### src/bal_pkg.sv
// Shared codes, field widths and payload types for the bounded array list.
package bal_pkg;

  // Transaction field widths
  localparam int CMD_W    = 2;
  localparam int POS_W    = 10;
  localparam int WORD_W   = 32;
  localparam int STATUS_W = 2;
  localparam int COUNT_W  = 11;

  typedef logic [CMD_W-1:0]    cmd_t;
  typedef logic [STATUS_W-1:0] status_t;
  typedef logic [POS_W-1:0]    pos_t;
  typedef logic [WORD_W-1:0]   word_t;
  typedef logic [COUNT_W-1:0]  count_t;

  // Commands
  localparam cmd_t CMD_APPEND = 2'd0;
  localparam cmd_t CMD_READ   = 2'd1;
  localparam cmd_t CMD_REMOVE = 2'd2;

  // Result status codes
  localparam status_t ST_OK    = 2'd0;
  localparam status_t ST_RANGE = 2'd1;
  localparam status_t ST_FULL  = 2'd2;

endpackage

### src/bal_in_if.sv
// Request channel: command, position and data word with valid/ready.
interface bal_in_if import bal_pkg::*; ();
  logic  valid;
  logic  ready;
  cmd_t  command;
  pos_t  position;
  word_t data_in;

  modport source (output valid, command, position, data_in, input ready);
  modport sink   (input valid, command, position, data_in, output ready);
endinterface

### src/bal_out_if.sv
// Response channel: data word, status, count and empty flag with valid/ready.
interface bal_out_if import bal_pkg::*; ();
  logic    valid;
  logic    ready;
  word_t   data_out;
  status_t status;
  count_t  count;
  logic    empty_res;

  modport source (output valid, data_out, status, count, empty_res, input ready);
  modport sink   (input valid, data_out, status, count, empty_res, output ready);
endinterface

### src/bal_ctrl.sv
// Command sequencer: range checks, append, read, and shift-down on removal.
module bal_ctrl import bal_pkg::*; #(
  parameter int CAPACITY   = 1024,
  parameter int DATA_WIDTH = 32,
  parameter int AW         = 10,
  parameter int CW         = 11
) (
  input  logic                  clk,
  input  logic                  rst,
  bal_in_if.sink                req,
  bal_out_if.source             rsp,
  output logic                  mem_we,
  output logic [AW-1:0]         mem_waddr,
  output logic [DATA_WIDTH-1:0] mem_wdata,
  output logic [AW-1:0]         mem_raddr,
  input  logic [DATA_WIDTH-1:0] mem_rdata
);

  localparam int CMPW = (CW > POS_W) ? CW : POS_W;

  localparam logic [2:0] S_IDLE   = 3'd0;
  localparam logic [2:0] S_EXEC   = 3'd1;
  localparam logic [2:0] S_RDWAIT = 3'd2;
  localparam logic [2:0] S_SHIFT  = 3'd3;
  localparam logic [2:0] S_DONE   = 3'd4;

  logic [2:0]            state, state_next;
  logic [CW-1:0]         count, count_next;
  cmd_t                  cmd, cmd_next;
  pos_t                  pos, pos_next;
  logic [DATA_WIDTH-1:0] word, word_next;
  logic [AW-1:0]         wr_ptr, wr_ptr_next;
  word_t                 res_data, res_data_next;
  status_t               res_status, res_status_next;

  logic                  out_valid, out_valid_next;
  word_t                 out_data, out_data_next;
  status_t               out_status, out_status_next;
  count_t                out_count, out_count_next;
  logic                  out_empty, out_empty_next;

  logic [CMPW-1:0]       pos_ext, cnt_ext, pos_inc;
  logic [CW:0]           ptr1, ptr2, cnt1;

  assign pos_ext = CMPW'(pos);
  assign cnt_ext = CMPW'(count);
  assign pos_inc = pos_ext + CMPW'(1);
  assign ptr1    = (CW+1)'(wr_ptr) + (CW+1)'(1);
  assign ptr2    = (CW+1)'(wr_ptr) + (CW+1)'(2);
  assign cnt1    = (CW+1)'(count);

  assign req.ready     = (state == S_IDLE);
  assign rsp.valid     = out_valid;
  assign rsp.data_out  = out_data;
  assign rsp.status    = out_status;
  assign rsp.count     = out_count;
  assign rsp.empty_res = out_empty;

  // Next-state logic
  always_comb begin
    state_next      = state;
    count_next      = count;
    cmd_next        = cmd;
    pos_next        = pos;
    word_next       = word;
    wr_ptr_next     = wr_ptr;
    res_data_next   = res_data;
    res_status_next = res_status;
    out_valid_next  = out_valid;
    out_data_next   = out_data;
    out_status_next = out_status;
    out_count_next  = out_count;
    out_empty_next  = out_empty;
    mem_we          = 1'b0;
    mem_waddr       = wr_ptr;
    mem_wdata       = mem_rdata;
    mem_raddr       = '0;

    // Response register drains independently of the sequencer
    if (out_valid && rsp.ready) begin
      out_valid_next = 1'b0;
    end

    case (state)
      S_IDLE: begin
        if (req.valid) begin
          cmd_next   = req.command;
          pos_next   = req.position;
          word_next  = DATA_WIDTH'(req.data_in);
          state_next = S_EXEC;
        end
      end
      S_EXEC: begin
        res_data_next   = '0;
        res_status_next = ST_OK;
        state_next      = S_DONE;
        case (cmd)
          CMD_APPEND: begin
            if (count == CW'(CAPACITY)) begin
              res_status_next = ST_FULL;
            end else begin
              mem_we     = 1'b1;
              mem_waddr  = count[AW-1:0];
              mem_wdata  = word;
              count_next = count + CW'(1);
            end
          end
          CMD_READ, CMD_REMOVE: begin
            if (pos_ext >= cnt_ext) begin
              res_status_next = ST_RANGE;
            end else begin
              mem_raddr  = pos_ext[AW-1:0];
              state_next = S_RDWAIT;
            end
          end
          default: begin
          end
        endcase
      end
      S_RDWAIT: begin
        res_data_next = WORD_W'(mem_rdata);
        if (cmd == CMD_REMOVE) begin
          // Prime the read of the entry that moves into the hole
          wr_ptr_next = pos_ext[AW-1:0];
          mem_raddr   = pos_inc[AW-1:0];
          state_next  = S_SHIFT;
        end else begin
          state_next = S_DONE;
        end
      end
      S_SHIFT: begin
        // rdata holds entry wr_ptr+1; move it down, fetch the next one
        if (ptr1 < cnt1) begin
          mem_we      = 1'b1;
          mem_waddr   = wr_ptr;
          mem_wdata   = mem_rdata;
          mem_raddr   = ptr2[AW-1:0];
          wr_ptr_next = ptr1[AW-1:0];
        end else begin
          count_next = count - CW'(1);
          state_next = S_DONE;
        end
      end
      S_DONE: begin
        if (!out_valid || rsp.ready) begin
          out_valid_next  = 1'b1;
          out_data_next   = res_data;
          out_status_next = res_status;
          out_count_next  = COUNT_W'(count);
          out_empty_next  = (count == '0);
          state_next      = S_IDLE;
        end
      end
      default: begin
        state_next = S_IDLE;
      end
    endcase
  end

  // Control registers
  always_ff @(posedge clk) begin
    if (rst) begin
      state     <= S_IDLE;
      count     <= '0;
      out_valid <= 1'b0;
    end else begin
      state     <= state_next;
      count     <= count_next;
      out_valid <= out_valid_next;
    end
  end

  // Payload registers
  always_ff @(posedge clk) begin
    cmd        <= cmd_next;
    pos        <= pos_next;
    word       <= word_next;
    wr_ptr     <= wr_ptr_next;
    res_data   <= res_data_next;
    res_status <= res_status_next;
    out_data   <= out_data_next;
    out_status <= out_status_next;
    out_count  <= out_count_next;
    out_empty  <= out_empty_next;
  end

endmodule

### src/flat_wrapper.sv
// flat-port wrapper written by rule: the top's interface ports become plain ports
module bal_ctrl_flat import bal_pkg::*;
#(
  parameter int CAPACITY   = 1024,
  parameter int DATA_WIDTH = 32,
  parameter int AW         = 10,
  parameter int CW         = 11
)
  (clk, rst, mem_we, mem_waddr, mem_wdata, mem_raddr, mem_rdata, req_valid, req_command, req_position, req_data_in, req_ready, rsp_valid, rsp_data_out, rsp_status, rsp_count, rsp_empty_res, rsp_ready);
  bal_in_if req_i ();
  bal_out_if rsp_i ();
  input  logic clk;
  input  logic rst;
  output logic mem_we;
  output logic [AW-1:0] mem_waddr;
  output logic [DATA_WIDTH-1:0] mem_wdata;
  output logic [AW-1:0] mem_raddr;
  input  logic [DATA_WIDTH-1:0] mem_rdata;
  input wire logic [$bits(req_i.valid)-1:0] req_valid;
  input wire logic [$bits(req_i.command)-1:0] req_command;
  input wire logic [$bits(req_i.position)-1:0] req_position;
  input wire logic [$bits(req_i.data_in)-1:0] req_data_in;
  output wire logic [$bits(req_i.ready)-1:0] req_ready;
  output wire logic [$bits(rsp_i.valid)-1:0] rsp_valid;
  output wire logic [$bits(rsp_i.data_out)-1:0] rsp_data_out;
  output wire logic [$bits(rsp_i.status)-1:0] rsp_status;
  output wire logic [$bits(rsp_i.count)-1:0] rsp_count;
  output wire logic [$bits(rsp_i.empty_res)-1:0] rsp_empty_res;
  input wire logic [$bits(rsp_i.ready)-1:0] rsp_ready;
  assign req_i.valid = req_valid;
  assign req_i.command = req_command;
  assign req_i.position = req_position;
  assign req_i.data_in = req_data_in;
  assign req_ready = req_i.ready;
  assign rsp_valid = rsp_i.valid;
  assign rsp_data_out = rsp_i.data_out;
  assign rsp_status = rsp_i.status;
  assign rsp_count = rsp_i.count;
  assign rsp_empty_res = rsp_i.empty_res;
  assign rsp_i.ready = rsp_ready;
  bal_ctrl #(.CAPACITY(CAPACITY), .DATA_WIDTH(DATA_WIDTH), .AW(AW), .CW(CW)) u_core (.clk(clk), .rst(rst), .req(req_i), .rsp(rsp_i), .mem_we(mem_we), .mem_waddr(mem_waddr), .mem_wdata(mem_wdata), .mem_raddr(mem_raddr), .mem_rdata(mem_rdata));
endmodule
### config.mk
export PLATFORM = sky130hd
export DESIGN_NAME = bal_ctrl_flat
export DESIGN_NICKNAME = d
export VERILOG_FILES = /design/src/bal_pkg.sv /design/src/bal_in_if.sv /design/src/bal_out_if.sv /design/src/bal_ctrl.sv /design/src/flat_wrapper.sv
export SDC_FILE = /design/constraint.sdc
export NUM_CORES = 1
export LEC_CHECK = 0
export ABC_CLOCK_PERIOD_IN_PS = 4300
export BUFFER_PORTS_ARGS = -buffer_cell sky130_fd_sc_hd__buf_4
export CAP_MARGIN = 5
export CORE_MARGIN = 1
export CORE_UTILIZATION = 53
export CTS_CLUSTER_DIAMETER = 150
export DETAILED_ROUTE_END_ITERATION = 6
export PLACE_DENSITY = 0.8
export SYNTH_ARGS = -nofsm -noshare
export SYNTH_HDL_FRONTEND = slang
export SYNTH_SLANG_ARGS = --single-unit
### constraint.sdc
create_clock -name clk -period 4.3 [get_ports clk]
set_input_delay 0.215 -clock clk [delete_from_list [all_inputs] [get_ports clk]]
set_output_delay 0.215 -clock clk [all_outputs]
set_load 0.02 [all_outputs]
# Yosys cells after proc, flatten, opt, wreduce, memory -nomap -nowiden
# Cells that the tools add are included.
# Widths: inputs -> output; s select.
word_totals:
  ff_bits: 149
  input_bits: 80
classes:
  n_lt_le_gt_ge: 2
  n_eq_ne: 14
  reduce_logical: 15
  addsub: 5
  mux: 36
op_table:
  columns: ["operator", "count"]
  rows:
  - ["$mux 32", 3]
  - ["$mux 10", 9]
  - ["$pmux 32 s2", 1]
  - ["$mux 11", 3]
  - ["$pmux 10 s3", 1]
  - ["$pmux 11 s2", 1]
  - ["$pmux 10 s2", 1]
  - ["$mux 3", 6]
  - ["$pmux 3 s5", 1]
  - ["$lt 12x11->1", 1]
  - ["$add 10x1->11 const B", 1]
  - ["$add 11x1->11 const B", 1]
  - ["$eq 11x11->1 const B", 1]
  - ["$ge 10x11->1", 1]
  - ["$logic_not 11->1", 1]
  - ["$sub 11x1->11 const B", 1]
  - ["$add 10x1->10 const B", 1]
  - ["$add 10x2->10 const B", 1]
  - ["$ne 2x2->1 const B", 4]
  - ["$mux 1", 7]
  - ["$eq 3x2->1 const B", 2]
  - ["$ne 2x1->1 const B", 3]
  - ["$reduce_and 3->1", 2]
  - ["$reduce_bool 2->1", 3]
  - ["15 further kinds", 16]

# Longest topological paths before layout
logic_depth:
  word_depth: 4
  ltp_mapped: 12

# Least setup slack after synthesis
# No wires, ideal clock.
synth_path:
  path_kind: "register to output"
  startpoint: "register u_core.wr_ptr[4]"
  endpoint: "output port mem_raddr[5]"
  n_path_buf: 2
  required_ns: 4.085
  stages_incl_launch_ff: 12
  setup_slack_ns: 1.248
  arrival_ns: 2.837
  path_cell_list: "edfxtp_1 clkbuf_1 nand3_1 nor2_1 nand4_1 xnor2_1 ha_1 and3_1 a221oi_2 nand3_1 buf_2 o221ai_1"
synth_between:
  elab_chain_len: 4
synth_rtl:
  columns: ["item", "line_no", "rtl"]
  rows:
  - ["start, declared", "bal_ctrl.sv:32", "logic [AW-1:0] wr_ptr, wr_ptr_next;"]
  - ["start signal, assigned", "bal_ctrl.sv:178", "wr_ptr <= wr_ptr_next;"]
  - ["$add 10x1->11", "bal_ctrl.sv:48", "assign ptr1 = (CW+1)'(wr_ptr) + (CW+1)'(1);"]
  - ["$lt 12x11->1", "bal_ctrl.sv:133", "if (ptr1 < cnt1) begin"]
  - ["$mux 10 (*)", "bal_ctrl.sv:133", null]
  - ["$pmux 10 s3 (*)", "bal_ctrl.sv:84", "case (state)"]
  - ["end, declared", "flat_wrapper.sv:17", "output logic [AW-1:0] mem_raddr;"]
# Mark *: on every way between the ends. The rest lies on a longest branch, timed or not.

# Worst setup path in the final report
layout_path:
  startpoint: "register u_core.wr_ptr[1]"
  endpoint: "output port mem_raddr[4]"
# Same word-level chain as after synthesis.

==> summary.txt <==
status -> finished, violations left
failing checks -> DRC
fin cells -> 958
crit start category -> flip-flop
largest net degree at the start of global routing -> 47
H-tree Lvls -> 4
most frequent cells in the layout -> buf_4, edfxtp_1, dlygate4sd3_1
syn avg cell area -> 13.23 sq um
proportion of layout cells with a drive suffix above 1 -> 34.40%
PwrDens -> 363.5 mW/mm^2
worst hold path endpoint -> u_core.res_data[26]
Lkg Pwr -> 3.913 nW
fmax -> 253.8 MHz
Die Span Y -> 118.2 microns
dpl ws -> 0.5473 ns
Initial Util -> 54.27%
worst-path cell chain -> ha_1 > nand2_1 > nor2_1 > nand4_1 > xnor2_1 > ha_1 > and3_1 > a221oi_2 > nand3_2 > o22ai_1 > a21o_1 > buf_4
Hold Slack -> 0.08376 ns
TritonCTS buffer count -> 17
cell count after synthesis -> 541
Setup TNS -> 0 ns
final period utilization -> 91.63%
DR WL/cell -> 18.37 microns
Worst path max stage delay -> 0.44 ns
net count after synthesis -> 657
total clock sinks -> 149
DR vias/cell -> 5.483
setup repair after global routing missed its margin -> no
Final HPWL DP -> 12.33 mm
most common cell after layout, fill and taps aside -> buf_4
nets@finish -> 885
relative slew slack -> 31.11%
first-pass GRT wire length -> 27.31 mm
clk buf depth -> 2
Post-DP Area -> 0.008671 sq mm
Site Rows -> 42
maximum vdd drop -> 259.8 uV
placed cells -> 882
CP Max Fanout -> 14
worst reg2reg path depth -> 10
Setup Viol. Count Final -> 0
Post-Syn Area -> 0.007158 sq mm
Clock Latency Late Sink -> 0.42 ns
Post-CTS Setup Inserts -> 0
die area -> 0.01397 sq mm
Clock transition at path regs -> 0.06 ns
GRT Util Overall -> 25.90%
first drt pass iteration count -> 7
CP most frequent cell -> ha_1
initial antenna violation count -> 0
worst r2r src -> u_core.wr_ptr[1]
async set-reset flop share out of synthesis -> 0%
fin crit period -> 3.940 ns
CP max-delay cell -> edfxtp_1
PnR worst setup slack -> 0.3598 ns
element type at the critical path end -> primary output
Post-synth EDFFs -> 134
Post-Route WL -> 17.59 mm
CP Class -> flip-flop to primary output
FF-to-FF setup slack -> 0.70 ns
clock skew -> 0.007377 ns
DRT iter0 DRCs -> 519
DRC errors left -> 1
maxcap violations -> 0
Warnings, synthesis -> 0
Final Hold Fails -> 0
Yosys reg bits -> 149
Inserted Diodes -> 0
max-slew violations -> 0
post-synth cell types -> 67
Core Region -> 0.01319 sq mm
CP bufs+invs -> 1
clock tree from TritonCTS -> done
hold path startpoint -> mem_rdata[26]
post-layout util -> 73.69%
Top delay family on crit path -> simple AND/OR/NAND/NOR gates
die width -> 118.2 microns
post-synthesis sequential area ratio -> 60.41%
worst slew pin tran -> 1.033 ns
I/O Buffers -> 180
WP data required -> 4.09 ns
Worst Hold Class -> input pin to flip-flop
GPL Wtd Cong -> 0.9760
clock root buffer -> clkbuf_16
vias in the first global route -> 5,137
Final Cell Area -> 0.009719 sq mm
arrival time at the worst endpoint -> 3.73 ns
Hold Path Depth -> 2
total power -> 3.533 mW
reg2reg end -> u_core.wr_ptr[4]
I/O pin cnt -> 181
area grow syn2layout -> 35.78%
ys flop type -> edfxtp_1
remaining global-route overflow -> 0
Vias -> 5,253
ANT nets after route -> 0
## repair_timing
item | 4_1_cts | 5_1_grt
endpoints found under the setup margin | 0 | 10
resized for setup | 0 | 1
endpoints found under the hold margin | 44 | 0
hold buffers | 44 | 0
## cells in the mapped netlist (4+ instances only)
master / instances / area share, %
xnor2_1: 16 / 2.0
inv_1: 23 / 1.2
o21ai_0: 13 / 0.91
mux2i_1: 9 / 1.3
edfxtp_1: 134 / 56
ha_1: 35 / 6.1
nand4_1: 4 / 0.35
nand3_1: 14 / 0.98
and3_1: 6 / 0.52
nand2_1: 39 / 2.0
clkbuf_1: 9 / 0.47
nor2_1: 36 / 1.9
o211ai_1: 4 / 0.42
xor2_1: 7 / 0.86
mux2_2: 39 / 6.1
a21o_1: 6 / 0.63
a21oi_1: 19 / 1.3
buf_4: 4 / 0.42
and2_1: 38 / 3.3
dfxtp_1: 15 / 4.2
## final cells by class
cell class,count,area (sq um)
clock buffer,17,425.4
clock inverter,15,177.7
fill,886,3471
inverter,24,90.09
multi-input combinational,349,2660
sequential,149,4324
tap,176,220.2
timing repair buffer,228,1822
## per-layer routing
layer	up-vias	wire length, microns	GRT usage (%)
met5	-	0	0
met4	0	508	11.86
met3	34	1135	4.633
met2	232	8770	42.50
met1	2511	7179	33.58
li1	2476	-	-
## worst max-delay path by stage
stage,end,start,slack (ns),cells after the start
after floorplan,mem_raddr[5],u_core.wr_ptr[4],1.25,11
after global placement,u_core.wr_ptr[1],u_core.wr_ptr[1],0.78,10
after detailed placement,u_core.wr_ptr[2],u_core.wr_ptr[1],0.55,10
after CTS,mem_raddr[4],u_core.wr_ptr[1],0.20,12
after global routing,mem_raddr[6],u_core.wr_ptr[1],0.11,12
final,mem_raddr[4],u_core.wr_ptr[1],0.36,12
## cells by family (layout without fill, tap and decap cells)
group | after synthesis | after routing | share of synthesized area [%]
flops | 149 | 149 | 60.41
buf+inv | 43 | 284 | 2.622
compound gates | 82 | 82 | 8.390
xor+xnor | 23 | 23 | 2.814
fa+ha+maj | 36 | 36 | 6.397
simple gates | 159 | 159 | 11.82
mux | 49 | 49 | 7.551
## where the power goes
group | total [mW] | leakage [nW] | switching, mW | internal [mW]
clock network | 1.50 | 0.293 | 0.586 | 0.917
logic | 0.345 | 2.25 | 0.176 | 0.169
registers | 1.69 | 1.37 | 0.0310 | 1.65
total | 3.53 | 3.91 | 0.793 | 2.74
## worst reg2reg max path: cells and delay by family (launching register included)
| kind | cells | cell delay (ns) |
|---|---|---|
| simple gates | 6 | 1.52 |
| fa+ha+maj | 2 | 0.61 |
| flops | 1 | 0.44 |
| xor+xnor | 1 | 0.30 |
| compound gates | 1 | 0.39 |
## registers in the layout (all words and copies together), names as in the netlist
register,count
u_core.res_data,32
u_core.rsp.data_out,32
u_core.word,32
u_core.cnt_ext,11
u_core.rsp.count,11
u_core.pos,10
u_core.wr_ptr,10
u_core.state,3
u_core.cmd,2
u_core.res_status,2
u_core.rsp.status,2
u_core.rsp.empty_res,1
u_core.rsp.valid,1
Note: power is estimated with default switching activity, not from simulation.
